--- src/rtl/core/cnv2d_pkg.sv ---
// Package for the 2D zero-padded convolution block.
// Holds sizes, mode and register codes, and the types shared by front, queue and back.
// No dependencies.
package cnv2d_pkg;

  localparam int unsigned MAX_WIDTH = 1024;
  localparam int unsigned KMAX      = 5;
  localparam int unsigned NCOEF     = KMAX * KMAX;
  localparam int unsigned COL_W     = $clog2(MAX_WIDTH);
  localparam int unsigned WID_W     = 11;
  localparam int unsigned HGT_W     = 16;
  localparam int unsigned KSZ_W     = 3;
  localparam int unsigned PIX_W     = 16;
  localparam int unsigned CI_W      = 5;
  localparam int unsigned RES_W     = 36;
  localparam int unsigned OROW_W    = 16;
  localparam int unsigned OCOL_W    = 10;
  localparam int unsigned ROW_W     = HGT_W + 1;
  localparam int unsigned P_W       = $clog2((2 ** HGT_W) * MAX_WIDTH + KMAX * MAX_WIDTH);
  localparam int unsigned LANES     = KMAX - 1;
  localparam int unsigned LINE_W    = LANES * PIX_W;
  localparam int unsigned PROD_W    = 2 * PIX_W;
  localparam int unsigned QDEPTH    = 2;
  localparam int unsigned QPTR_W    = $clog2(QDEPTH);
  localparam int unsigned QCNT_W    = $clog2(QDEPTH + 1);

  localparam logic [1:0] MODE_COEF  = 2'd0;
  localparam logic [1:0] MODE_PIXEL = 2'd1;
  localparam logic [1:0] MODE_FLUSH = 2'd2;

  localparam logic [1:0] REG_IMG_WIDTH   = 2'd0;
  localparam logic [1:0] REG_IMG_HEIGHT  = 2'd1;
  localparam logic [1:0] REG_KERN_WIDTH  = 2'd2;
  localparam logic [1:0] REG_KERN_HEIGHT = 2'd3;

  typedef enum logic {
    OP_COEF = 1'b0,
    OP_TICK = 1'b1
  } op_e;

  typedef struct packed {
    logic [COL_W:0]       w;
    logic [HGT_W-1:0]     h;
    logic [KSZ_W-1:0]     kw;
    logic [KSZ_W-1:0]     kh;
  } cfg_t;

  typedef struct packed {
    logic                 last;
    logic [OROW_W-1:0]    out_row;
    logic [COL_W-1:0]     out_col;
  } meta_t;

  typedef struct packed {
    op_e                  op;
    logic signed [PIX_W-1:0] value;
    logic [CI_W-1:0]      coef_index;
    logic [COL_W-1:0]     col;
    logic                 emit;
    meta_t                meta;
    logic [KMAX-1:0]      row_ok;
    logic [KMAX-1:0]      col_ok;
  } item_t;

endpackage

--- src/rtl/core/cnv2d_fifo.sv ---
// Short queue between the front end and the compute back end.
// Holds classified items. Uses cnv2d_pkg.
module cnv2d_fifo (
  input  logic               clk_i,
  input  logic               rst_ni,
  input  logic               push_i,
  input  cnv2d_pkg::item_t   item_i,
  output logic               full_o,
  input  logic               pop_i,
  output cnv2d_pkg::item_t   item_o,
  output logic               empty_o
);
  import cnv2d_pkg::*;

  item_t             slot_q [QDEPTH];
  logic [QPTR_W-1:0] wr_q, rd_q;
  logic [QCNT_W-1:0] cnt_q;

  assign full_o  = cnt_q == QCNT_W'(QDEPTH);
  assign empty_o = cnt_q == '0;
  assign item_o  = slot_q[rd_q];

  always_ff @(posedge clk_i) begin
    if (push_i) begin
      slot_q[wr_q] <= item_i;
    end
  end

  always_ff @(posedge clk_i or negedge rst_ni) begin
    if (!rst_ni) begin
      wr_q  <= '0;
      rd_q  <= '0;
      cnt_q <= '0;
    end else begin
      if (push_i) begin
        wr_q <= wr_q + QPTR_W'(1);
      end
      if (pop_i) begin
        rd_q <= rd_q + QPTR_W'(1);
      end
      cnt_q <= cnt_q + QCNT_W'(push_i) - QCNT_W'(pop_i);
    end
  end

endmodule

--- config.mk ---
export PLATFORM = sky130hd
export DESIGN_NAME = cnv2d_fifo
export DESIGN_NICKNAME = d
export VERILOG_FILES = /design/src/rtl/core/cnv2d_pkg.sv /design/src/rtl/core/cnv2d_fifo.sv
export SDC_FILE = /design/constraint.sdc
export NUM_CORES = 1
export LEC_CHECK = 0
export BUFFER_PORTS_ARGS = -buffer_cell sky130_fd_sc_hd__buf_2
export CORE_MARGIN = 1.5
export CORE_UTILIZATION = 47
export DETAILED_ROUTE_END_ITERATION = 6
export GPL_TIMING_DRIVEN = 0
export HOLD_SLACK_MARGIN = 0.08
export PLACE_DENSITY = 0.75
export SLEW_MARGIN = 40
export SYNTH_ARGS = -nofsm -noshare
export SYNTH_HDL_FRONTEND = slang
export SYNTH_SLANG_ARGS = --single-unit
--- constraint.sdc ---
create_clock -name clk_i -period 4 [get_ports clk_i]
set_input_delay 0.6 -clock clk_i [delete_from_list [all_inputs] [get_ports clk_i]]
set_output_delay 0.6 -clock clk_i [all_outputs]
set_load 0.005 [all_outputs]
==> results.ini <==
[yosys]
synth-seq-cells=144
synthesis.nets=309
yosysUniqueCellTypes=13
netlist_area_sq_um=5600
syn_area_per_cell_sq_um=24.0
ys_seq_area_share_pct=76.9
syn-instance-count=233
ys_warn_count=0

[pwr]
finalPower_mw=5.16
power_density_nw_per_um2=718
p_leak_nw=2.96
peakVddDrop_v=0.000346

[sta]
tns_ns=0
finalMaxSlewViolations=0
fin_crit_sh_pct=54.4
max_slew_margin_pct=68.6
max_freq_mhz=459
period_needed_ns=2.18
whs_ns=0.372
hold_viol_final=0
skew_ns=0.00323
setup_violations=0
rsz0062_at_grt=false
worst_slack_ns=1.82
worst_pin_slew_ns=0.472

[final_layout]
finalCoreUtilization_pct=62.4
syn_to_final_growth_pct=28.2
antenna_cells=0
fin_nets=479
drive_gt1_share_pct=61.8
fin_area_sq_um=7180
layout.cells.non_filler=559

[worst_setup_path]
slowest_delay_ns=0.34
crit_arrival_ns=1.58
r2r_cells=2
cp_data_required_time_ns=3.40
crit_path_cell_trace=buf_6 -> buf_12 -> mux2_4 -> buf_2
startpoint_type=register
slowest_stage=dfrtp_1
cp_max_fo=10
crit_type=reg2out
end_kind=output port

[run]
max-cap-violations=0

[placement]
gp_congestion=0.693
place_ws_ns=2.12
placedInstanceArea_sq_um=6620
placed_cells=526
io_buffers=145
dp_hpwl_mm=6.27

[drt]
first_iter_violations=126
dr.pass1.iters=7
routed_via_density=4.79
drt-total-wl_mm=9.15
drc=12
num_vias=2678
ant_nets=0
drt-wirelength-per-cell_um=16.4

[global_route]
first_global_vias=2812
antenna_found_initial=0
grt_max_degree=40
grt.total_usage_pct=15.1
grt_pass1_wl_mm=14.0
grt-ovfl-total=0

[die]
coreArea_sq_um=11500
ioPinCount=146
rows=39
initial_core_util_pct=48.6
die_y_um=112
design.die.area_sq_um=12600
die-width_um=112

[cts]
cts_setup_buffers=0
clk-insertion-delay-late_ns=0.41
cts_inserted_buffers=17
clk_root_buffer_cell=clkbuf_16
ctsResizeCount=0
cts_tree=built
ctsLongestPathBuffers=2
clock_sinks=144
path_clk_slew_ns=0.06
cts_hold_buf=1
htreeDepth=4

[run_status]
violations=DRC
outcome=finished with violations

[worst_hold_path]
hp-class=in2reg
hold_depth=1

-- final cells by class --
class,count,area [sq um]
buffer,8,151
clock buffer,17,425
clock inverter,15,126
fill,829,4340
inverter,2,7.51
multi-input combinational,79,1150
sequential,144,4300
tap,143,179
timing repair buffer,151,841
-- cells in the mapped netlist --
cell	count	share of area [%]
and2_1	1	0.11
buf_12	7	2.5
buf_6	1	0.20
dfrtp_1	4	1.8
edfxtp_1	140	75
ha_1	2	0.45
inv_1	2	0.13
mux2_2	1	0.20
mux2_4	69	19
nor2_1	1	0.067
nor2b_1	2	0.22
xor2_1	2	0.31
xor3_1	1	0.42
-- metal layers --
metal	track usage [%]	part of all wire, %	vias to the layer above
met5	0	0	-
met4	8.35	2.4	0
met3	5.62	6.9	17
met1	17.2	41	1296
li1	-	-	1263
met2	24.8	50	102
-- logic make-up after synthesis --
logic type / share of synthesized area, %
muxes: 18.7
xor gates and xnor gates: 0.737
and+or+nand+nor: 0.402
buffers and inverters: 2.84
adders and majority gates: 0.447
DFF: 76.9
-- report_power, final --
| part | leakage (nW) | switching, mW | internal, mW | total, mW |
|---|---|---|---|---|
| clock network | 0.266 | 0.557 | 0.897 | 1.45 |
| registers | 1.36 | 0.0802 | 2.00 | 2.08 |
| logic | 1.33 | 0.663 | 0.955 | 1.62 |
-- worst max-delay path, delay by kind of cell, from the launching register on --
kind                   cells  cell delay [ns]
buffers and inverters      3             0.53
DFF                        1             0.34
muxes                      1             0.29
-- registers in the layout (all words and copies together) (netlist names) --
name and count:
cnt_q 2, rd_q 1, slot_q 140, wr_q 1
-- cells in the final DEF, fill, tap and decap left out, drive strengths merged --
cell / netlist / layout
dlygate4sd3: 0 / 1
mux2: 70 / 70
bufinv: 0 / 2
edfxtp: 140 / 140
ha: 2 / 2
buf: 8 / 158
dfrtp: 4 / 4
clkinvlp: 0 / 3
clkinv: 0 / 10
nor2: 1 / 1
inv: 2 / 2
xor2: 2 / 2
clkbuf: 0 / 17
and2: 1 / 1
nor2b: 2 / 2
xor3: 1 / 1
-- path summary, 6_finish.rpt --
kind                                  to  slack (ns)       from
max reg2reg                slot_q[1][61]        2.47       wr_q
max in group asynchronous           wr_q        3.35     rst_ni
min                         slot_q[0][1]        0.37  item_i[1]
min reg2reg                         wr_q        0.56       wr_q
max                           item_o[50]        1.82       rd_q
min in group asynchronous       cnt_q[0]        0.53     rst_ni
(Power assumes the default switching activity.)
