File: src/rtl/core/cnv2d_pkg.sv
// Package for the 2D zero-padded convolution block.
// Holds sizes, mode and register codes, and the types shared by front, queue and back.
// No dependencies.
package cnv2d_pkg;

  localparam int unsigned MAX_WIDTH = 1024;
  localparam int unsigned KMAX      = 5;
  localparam int unsigned NCOEF     = KMAX * KMAX;
  localparam int unsigned COL_W     = $clog2(MAX_WIDTH);
  localparam int unsigned WID_W     = 11;
  localparam int unsigned HGT_W     = 16;
  localparam int unsigned KSZ_W     = 3;
  localparam int unsigned PIX_W     = 16;
  localparam int unsigned CI_W      = 5;
  localparam int unsigned RES_W     = 36;
  localparam int unsigned OROW_W    = 16;
  localparam int unsigned OCOL_W    = 10;
  localparam int unsigned ROW_W     = HGT_W + 1;
  localparam int unsigned P_W       = $clog2((2 ** HGT_W) * MAX_WIDTH + KMAX * MAX_WIDTH);
  localparam int unsigned LANES     = KMAX - 1;
  localparam int unsigned LINE_W    = LANES * PIX_W;
  localparam int unsigned PROD_W    = 2 * PIX_W;
  localparam int unsigned QDEPTH    = 2;
  localparam int unsigned QPTR_W    = $clog2(QDEPTH);
  localparam int unsigned QCNT_W    = $clog2(QDEPTH + 1);

  localparam logic [1:0] MODE_COEF  = 2'd0;
  localparam logic [1:0] MODE_PIXEL = 2'd1;
  localparam logic [1:0] MODE_FLUSH = 2'd2;

  localparam logic [1:0] REG_IMG_WIDTH   = 2'd0;
  localparam logic [1:0] REG_IMG_HEIGHT  = 2'd1;
  localparam logic [1:0] REG_KERN_WIDTH  = 2'd2;
  localparam logic [1:0] REG_KERN_HEIGHT = 2'd3;

  typedef enum logic {
    OP_COEF = 1'b0,
    OP_TICK = 1'b1
  } op_e;

  typedef struct packed {
    logic [COL_W:0]       w;
    logic [HGT_W-1:0]     h;
    logic [KSZ_W-1:0]     kw;
    logic [KSZ_W-1:0]     kh;
  } cfg_t;

  typedef struct packed {
    logic                 last;
    logic [OROW_W-1:0]    out_row;
    logic [COL_W-1:0]     out_col;
  } meta_t;

  typedef struct packed {
    op_e                  op;
    logic signed [PIX_W-1:0] value;
    logic [CI_W-1:0]      coef_index;
    logic [COL_W-1:0]     col;
    logic                 emit;
    meta_t                meta;
    logic [KMAX-1:0]      row_ok;
    logic [KMAX-1:0]      col_ok;
  } item_t;

endpackage

File: src/rtl/core/cnv2d_if.sv
// Stream interfaces of the 2D convolution block: request in, result out.
// Depends on cnv2d_pkg for field widths.
interface cnv2d_in_if;
  logic                                 valid;
  logic                                 ready;
  logic [1:0]                           mode;
  logic signed [cnv2d_pkg::PIX_W-1:0]   value;
  logic [cnv2d_pkg::CI_W-1:0]           coef_index;
  modport source (output valid, mode, value, coef_index, input ready);
  modport sink (input valid, mode, value, coef_index, output ready);
endinterface


File: src/rtl/core/cnv2d_front.sv
// Front end: accepts requests, tracks frame position and classifies each request.
// Pushes coefficient loads and ticks with padding masks into the queue. Uses cnv2d_pkg.
module cnv2d_front (
  input  logic               clk_i,
  input  logic               rst_ni,
  input  cnv2d_pkg::cfg_t    cfg_i,
  input  logic               restart_i,
  cnv2d_in_if.sink           in_if,
  input  logic               full_i,
  output logic               push_o,
  output cnv2d_pkg::item_t   item_o
);
  import cnv2d_pkg::*;

  logic [P_W-1:0]    pos_q, pos_d, delay;
  logic [COL_W-1:0]  in_col_q, in_col_d, out_col_q, out_col_d;
  logic [ROW_W-1:0]  in_row_q, in_row_d;
  logic [OROW_W-1:0] out_row_q, out_row_d;
  logic [KSZ_W-1:0]  dr, dc;
  logic              accept, tick, emit, last;
  logic [ROW_W+1:0]  rr [KMAX];
  logic [COL_W+1:0]  cc [KMAX];

  assign in_if.ready = !full_i;

  always_comb begin
    dr     = cfg_i.kh - KSZ_W'(1) - (cfg_i.kh >> 1);
    dc     = cfg_i.kw - KSZ_W'(1) - (cfg_i.kw >> 1);
    delay  = P_W'(dr) * P_W'(cfg_i.w) + P_W'(dc);
    accept = in_if.valid && in_if.ready;
    tick   = (in_if.mode == MODE_PIXEL) || (in_if.mode == MODE_FLUSH);
    emit   = pos_q >= delay;
    last   = emit && (out_row_q == cfg_i.h - OROW_W'(1))
             && ({1'b0, out_col_q} == cfg_i.w - (COL_W + 1)'(1));
    push_o = accept && (tick || ((in_if.mode == MODE_COEF)
             && (in_if.coef_index < CI_W'(NCOEF))));

    item_o.op         = tick ? OP_TICK : OP_COEF;
    item_o.value      = (!tick || ((in_if.mode == MODE_PIXEL) && (in_row_q < ROW_W'(cfg_i.h))))
                        ? in_if.value : '0;
    item_o.coef_index = in_if.coef_index;
    item_o.col        = in_col_q;
    item_o.emit       = emit;
    item_o.meta.last    = last;
    item_o.meta.out_row = out_row_q;
    item_o.meta.out_col = out_col_q;
    for (int a = 0; a < KMAX; a++) begin
      rr[a] = (ROW_W + 2)'(out_row_q) + (ROW_W + 2)'(cfg_i.kh) - (ROW_W + 2)'(a + 1)
              - (ROW_W + 2)'(cfg_i.kh >> 1);
      cc[a] = (COL_W + 2)'(out_col_q) + (COL_W + 2)'(cfg_i.kw) - (COL_W + 2)'(a + 1)
              - (COL_W + 2)'(cfg_i.kw >> 1);
      item_o.row_ok[a] = (KSZ_W'(a) < cfg_i.kh) && !rr[a][ROW_W+1]
                         && (rr[a][ROW_W:0] < (ROW_W + 1)'(cfg_i.h));
      item_o.col_ok[a] = (KSZ_W'(a) < cfg_i.kw) && !cc[a][COL_W+1]
                         && (cc[a][COL_W:0] < cfg_i.w);
    end

    pos_d     = pos_q;
    in_col_d  = in_col_q;
    in_row_d  = in_row_q;
    out_col_d = out_col_q;
    out_row_d = out_row_q;
    priority if (restart_i || (accept && tick && last)) begin
      pos_d     = '0;
      in_col_d  = '0;
      in_row_d  = '0;
      out_col_d = '0;
      out_row_d = '0;
    end else if (accept && tick) begin
      pos_d = pos_q + P_W'(1);
      if ({1'b0, in_col_q} == cfg_i.w - (COL_W + 1)'(1)) begin
        in_col_d = '0;
        in_row_d = in_row_q + ROW_W'(1);
      end else begin
        in_col_d = in_col_q + COL_W'(1);
      end
      if (emit) begin
        if ({1'b0, out_col_q} == cfg_i.w - (COL_W + 1)'(1)) begin
          out_col_d = '0;
          out_row_d = out_row_q + OROW_W'(1);
        end else begin
          out_col_d = out_col_q + COL_W'(1);
        end
      end
    end
  end

  always_ff @(posedge clk_i or negedge rst_ni) begin
    if (!rst_ni) begin
      pos_q     <= '0;
      in_col_q  <= '0;
      in_row_q  <= '0;
      out_col_q <= '0;
      out_row_q <= '0;
    end else begin
      pos_q     <= pos_d;
      in_col_q  <= in_col_d;
      in_row_q  <= in_row_d;
      out_col_q <= out_col_d;
      out_row_q <= out_row_d;
    end
  end

endmodule

File: src/flat_wrapper.sv
// flat-port wrapper written by rule: the top's interface ports become plain ports
module cnv2d_front_flat import cnv2d_pkg::*;
  (clk_i, rst_ni, cfg_i, restart_i, full_i, push_o, item_o, in_if_valid, in_if_mode, in_if_value, in_if_coef_index, in_if_ready);
  cnv2d_in_if in_if_i ();
  input  logic clk_i;
  input  logic rst_ni;
  input  cnv2d_pkg::cfg_t cfg_i;
  input  logic restart_i;
  input  logic full_i;
  output logic push_o;
  output cnv2d_pkg::item_t item_o;
  input wire logic [$bits(in_if_i.valid)-1:0] in_if_valid;
  input wire logic [$bits(in_if_i.mode)-1:0] in_if_mode;
  input wire logic [$bits(in_if_i.value)-1:0] in_if_value;
  input wire logic [$bits(in_if_i.coef_index)-1:0] in_if_coef_index;
  output wire logic [$bits(in_if_i.ready)-1:0] in_if_ready;
  assign in_if_i.valid = in_if_valid;
  assign in_if_i.mode = in_if_mode;
  assign in_if_i.value = in_if_value;
  assign in_if_i.coef_index = in_if_coef_index;
  assign in_if_ready = in_if_i.ready;
  cnv2d_front u_core (.clk_i(clk_i), .rst_ni(rst_ni), .cfg_i(cfg_i), .restart_i(restart_i), .in_if(in_if_i), .full_i(full_i), .push_o(push_o), .item_o(item_o));
endmodule
File: config.mk
export PLATFORM = sky130hd
export DESIGN_NAME = cnv2d_front_flat
export DESIGN_NICKNAME = d
export VERILOG_FILES = /design/src/rtl/core/cnv2d_pkg.sv /design/src/rtl/core/cnv2d_if.sv /design/src/rtl/core/cnv2d_front.sv /design/src/flat_wrapper.sv
export SDC_FILE = /design/constraint.sdc
export NUM_CORES = 1
export LEC_CHECK = 0
export ABC_AREA = 0
export ABC_CLOCK_PERIOD_IN_PS = 6000
export BUFFER_PORTS_ARGS = -buffer_cell sky130_fd_sc_hd__buf_2
export CAP_MARGIN = 20
export CORE_ASPECT_RATIO = 2
export CORE_MARGIN = 2
export CORE_UTILIZATION = 40
export DETAILED_ROUTE_END_ITERATION = 12
export PLACE_DENSITY = 0.66
export SYNTH_ARGS = -nofsm -noshare
export SYNTH_HDL_FRONTEND = slang
export SYNTH_SLANG_ARGS = --single-unit
File: constraint.sdc
create_clock -name clk_i -period 6 [get_ports clk_i]
set_input_delay 0.3 -clock clk_i [delete_from_list [all_inputs] [get_ports clk_i]]
set_output_delay 0.3 -clock clk_i [all_outputs]
set_load 0.01 [all_outputs]
==> metrics.md <==
| Metric | Value |
|---|---|
| Via count | 12,300 |
| Relative slew slack | 25.1% |
| CP max FO | 4 |
| CP endpoint kind | output pin |
| P_leak | 7.20 nW |
| Clk pwr share | 18.8% |
| Final GP Congestion | 0.969 |
| Switching part of the total | 43.5% |
| Crit path kind | input pin to output pin |
| Share of layout cells above drive strength 1 | 15.1% |
| Post-Syn Nets | 1,910 |
| Seq pwr share | 17.0% |
| Power share of the combinational group | 64.2% |
| Hold WC Path Type | input pin to asynchronous set/reset pin |
| P&R area growth vs syn | 15.0% |
| Yosys cell types | 77 |
| Slew of the pin with the lowest slew margin | 1120 ps |
| Slew Viols, Final | 0 |
| Initial antenna violation count | 1 |
| Clk_lat worst skew | 360 ps |
| CTS tree | built |
| Post-DRT Antenna Nets | 0 |
| Die Wd | 132 um |
| Wire length per cell | 19.6 um |
| Top_reg_cell synth | dfrtp_1 |
| Ys Warns | 0 |
| Synth Cell Area | 13,000 um^2 |
| Number of CTS-inserted buffers | 9 |
| Drt via density | 5.64 |
| Clock-pin slew on the worst setup and hold paths | 70 ps |
| Tot GR Track Use | 25.0% |
| Synth area leader | ha_1 |
| Top delay family on crit path | adder cells |
| Iter 0 DRT Violations | 509 |
| Max Freq | 172 MHz |
| I/O Buffers | 132 |
| Crit path largest cell delay | 510 ps |
| Largest net degree at the start of global routing | 67 |
| Reg2reg setup slack | 2630 ps |
| Setup-failing EPs final | 0 |
| Final hold violation count | 0 |
| Die extent in y | 259 um |
| Final min period | 5820 ps |
| Starting Density | 40.6% |
| # DRC | 0 |
| Worst EP required | 5700 ps |
| Most common cell after layout, fill and taps aside | ha_1 |
| ANT cells | 0 |
| CP bufs+invs | 8 |
| I/O pins | 133 |
| Clock Path Buffers | 2 |
| Seq/Total Area, Yosys | 15.4% |
| WP data arrival | 5520 ps |
| Cells after synthesis | 1,594 |
| Global route overflow | 0 |
| Mean Syn Cell Area | 8.17 um^2 |
| Final #Nets | 2,057 |
| Core area | 32,100 um^2 |
| Vias in the first global route | 12,700 |
| Switching power total | 1.45 mW |
| DP Wirelength | 35.0 mm |
| Final worst path period share | 97.0% |
| Clock sink count | 80 |
| First-pass GRT wire length | 67.2 mm |
| Fraction of registers with async set or reset after synthesis | 100% |
| Post-route cell area | 15,000 um^2 |
| Status | completed |
| Clock Tree Root | clkbuf_16 |
| H-tree depth | 3 |
| Internal power | 1.88 mW |
| Post-synth top area share | 21.9% |
| Synth area leaders | ha_1 (22%), dfrtp_1 (15%), xnor2_1 (9.9%) |
| Die Area | 34,100 um^2 |
| Total power | 3.33 mW |
| Max Cap Viol | 0 |
| PwrDens | 222 nW/um^2 |
| RSZ-0062 raised after global routing | true |
| Post-placement cell area | 14,400 um^2 |
| CP max stage cell | fa_1 |
| DRT Pass-1 Iters | 5 |
| DRT Wirelength | 42.7 mm |
| Commonest non-fill, non-tap cells in the layout | ha_1 (227), nor2_1 (165), xnor2_1 (146), buf_2 (128), nand2_1 (121) |
| Maximum VDD drop | 0.161 mV |
| Worst setup SP type | input pin |
| Fillcell total | 3,236 |
| Seq cells post-synth | 80 |
| Setup TNS | 0 ps |
| Hold Slack | 331 ps |
| Number of synthesized flops with an enable pin | 0 |
| # rows | 93 |
| Final worst clock skew | 9.95 ps |
==> metal layers <==
layer | vias up | share of wire (%) | global-route usage (%)
met3 | 177 | 3.3 | 2.93
met1 | 5858 | 33 | 22.5
met2 | 344 | 56 | 49.9
met5 | - | 0.026 | 0
li1 | 5874 | - | -
met4 | 2 | 7.8 | 18.6
==> cell usage after synthesis (all sizes together) (19+ instances only) <==
cell	n
nor2b	29
a21oi	53
nand3	47
and2	35
fa	27
a21o	32
buf	22
nor2	165
and3	29
o211ai	19
xor2	100
o21ai	48
nand2	122
nand4	28
clkbuf	46
nor3	51
inv	90
a211oi	27
dfrtp	80
xnor2	147
ha	228
==> power groups by stage <==
stage                     logic, mW  registers [mW]  clock network, mW
after global routing           2.42           0.566              0.655
final                          2.14           0.565              0.627
after detailed placement       2.08           0.574                  0
after global placement         2.00           0.575                  0
after floorplan                1.48           0.573                  0
after CTS                      2.11           0.565              0.636
==> flip-flops by register name (all words and copies together) (netlist names) <==
register,count
u_core.pos_q,27
u_core.in_col_q,10
u_core.in_row_q,17
u_core.out_col_q,10
u_core.out_row_q,16
==> stage by stage <==
stage	std cells	util, %	worst slack (ps)
finish	2173	46.7	181
CTS	2164	46.1	1.15
floorplan	1594	-	134
detailed placement	2143	44.8	-426
global route	2173	46.7	-108
global placement	2143	44.8	-214
==> repair_timing <==
action / 4_1_cts / 5_1_grt
gates resized for setup: 12 / 30
hold buffers: 1 / 0
gates cloned: 1 / 0
setup buffers: 3 / 7
pin swaps: 6 / 20
setup endpoints to repair: 12 / 81
hold endpoints to repair: 14 / 0
==> cell type report <==
| class | instances | area [um^2] | area share (%) |
|---|---|---|---|
| multi-input cells | 1356 | 10500 | 70.1 |
| well taps | 427 | 534 | 3.57 |
| flip-flops and latches | 80 | 2000 | 13.4 |
| repair buffers | 204 | 1270 | 8.50 |
| clock buffers | 12 | 256 | 1.71 |
| clock inverters | 4 | 76.3 | 0.509 |
| inverters | 90 | 340 | 2.27 |
==> final timing paths <==
path | from | to | cells past startpoint
max reg2reg | u_core.out_col_q[7] | u_core.out_row_q[12] | 8
max in group asynchronous | rst_ni | u_core.out_col_q[4] | 3
min reg2reg | u_core.pos_q[26] | u_core.pos_q[26] | 2
min | rst_ni | u_core.pos_q[10] | 2
min in group clk_i | u_core.pos_q[26] | u_core.pos_q[26] | 2
max | cfg_i[1] | item_o[36] | 29
==> cells by family (layout without fill, tap and decap cells) <==
kind of cell,count (synthesis),in the layout,synth area share (%)
AND/OR/NAND/NOR,593,593,23.1
AO/OA/AOI/OAI,258,258,13.6
adder cells (fa/ha/maj),255,255,26.0
XOR/XNOR,247,247,16.6
buffers and inverters,158,310,5.09
flip-flops,80,80,15.4
multiplexers,3,3,0.240
Note: power is estimated with default switching activity, not from simulation.
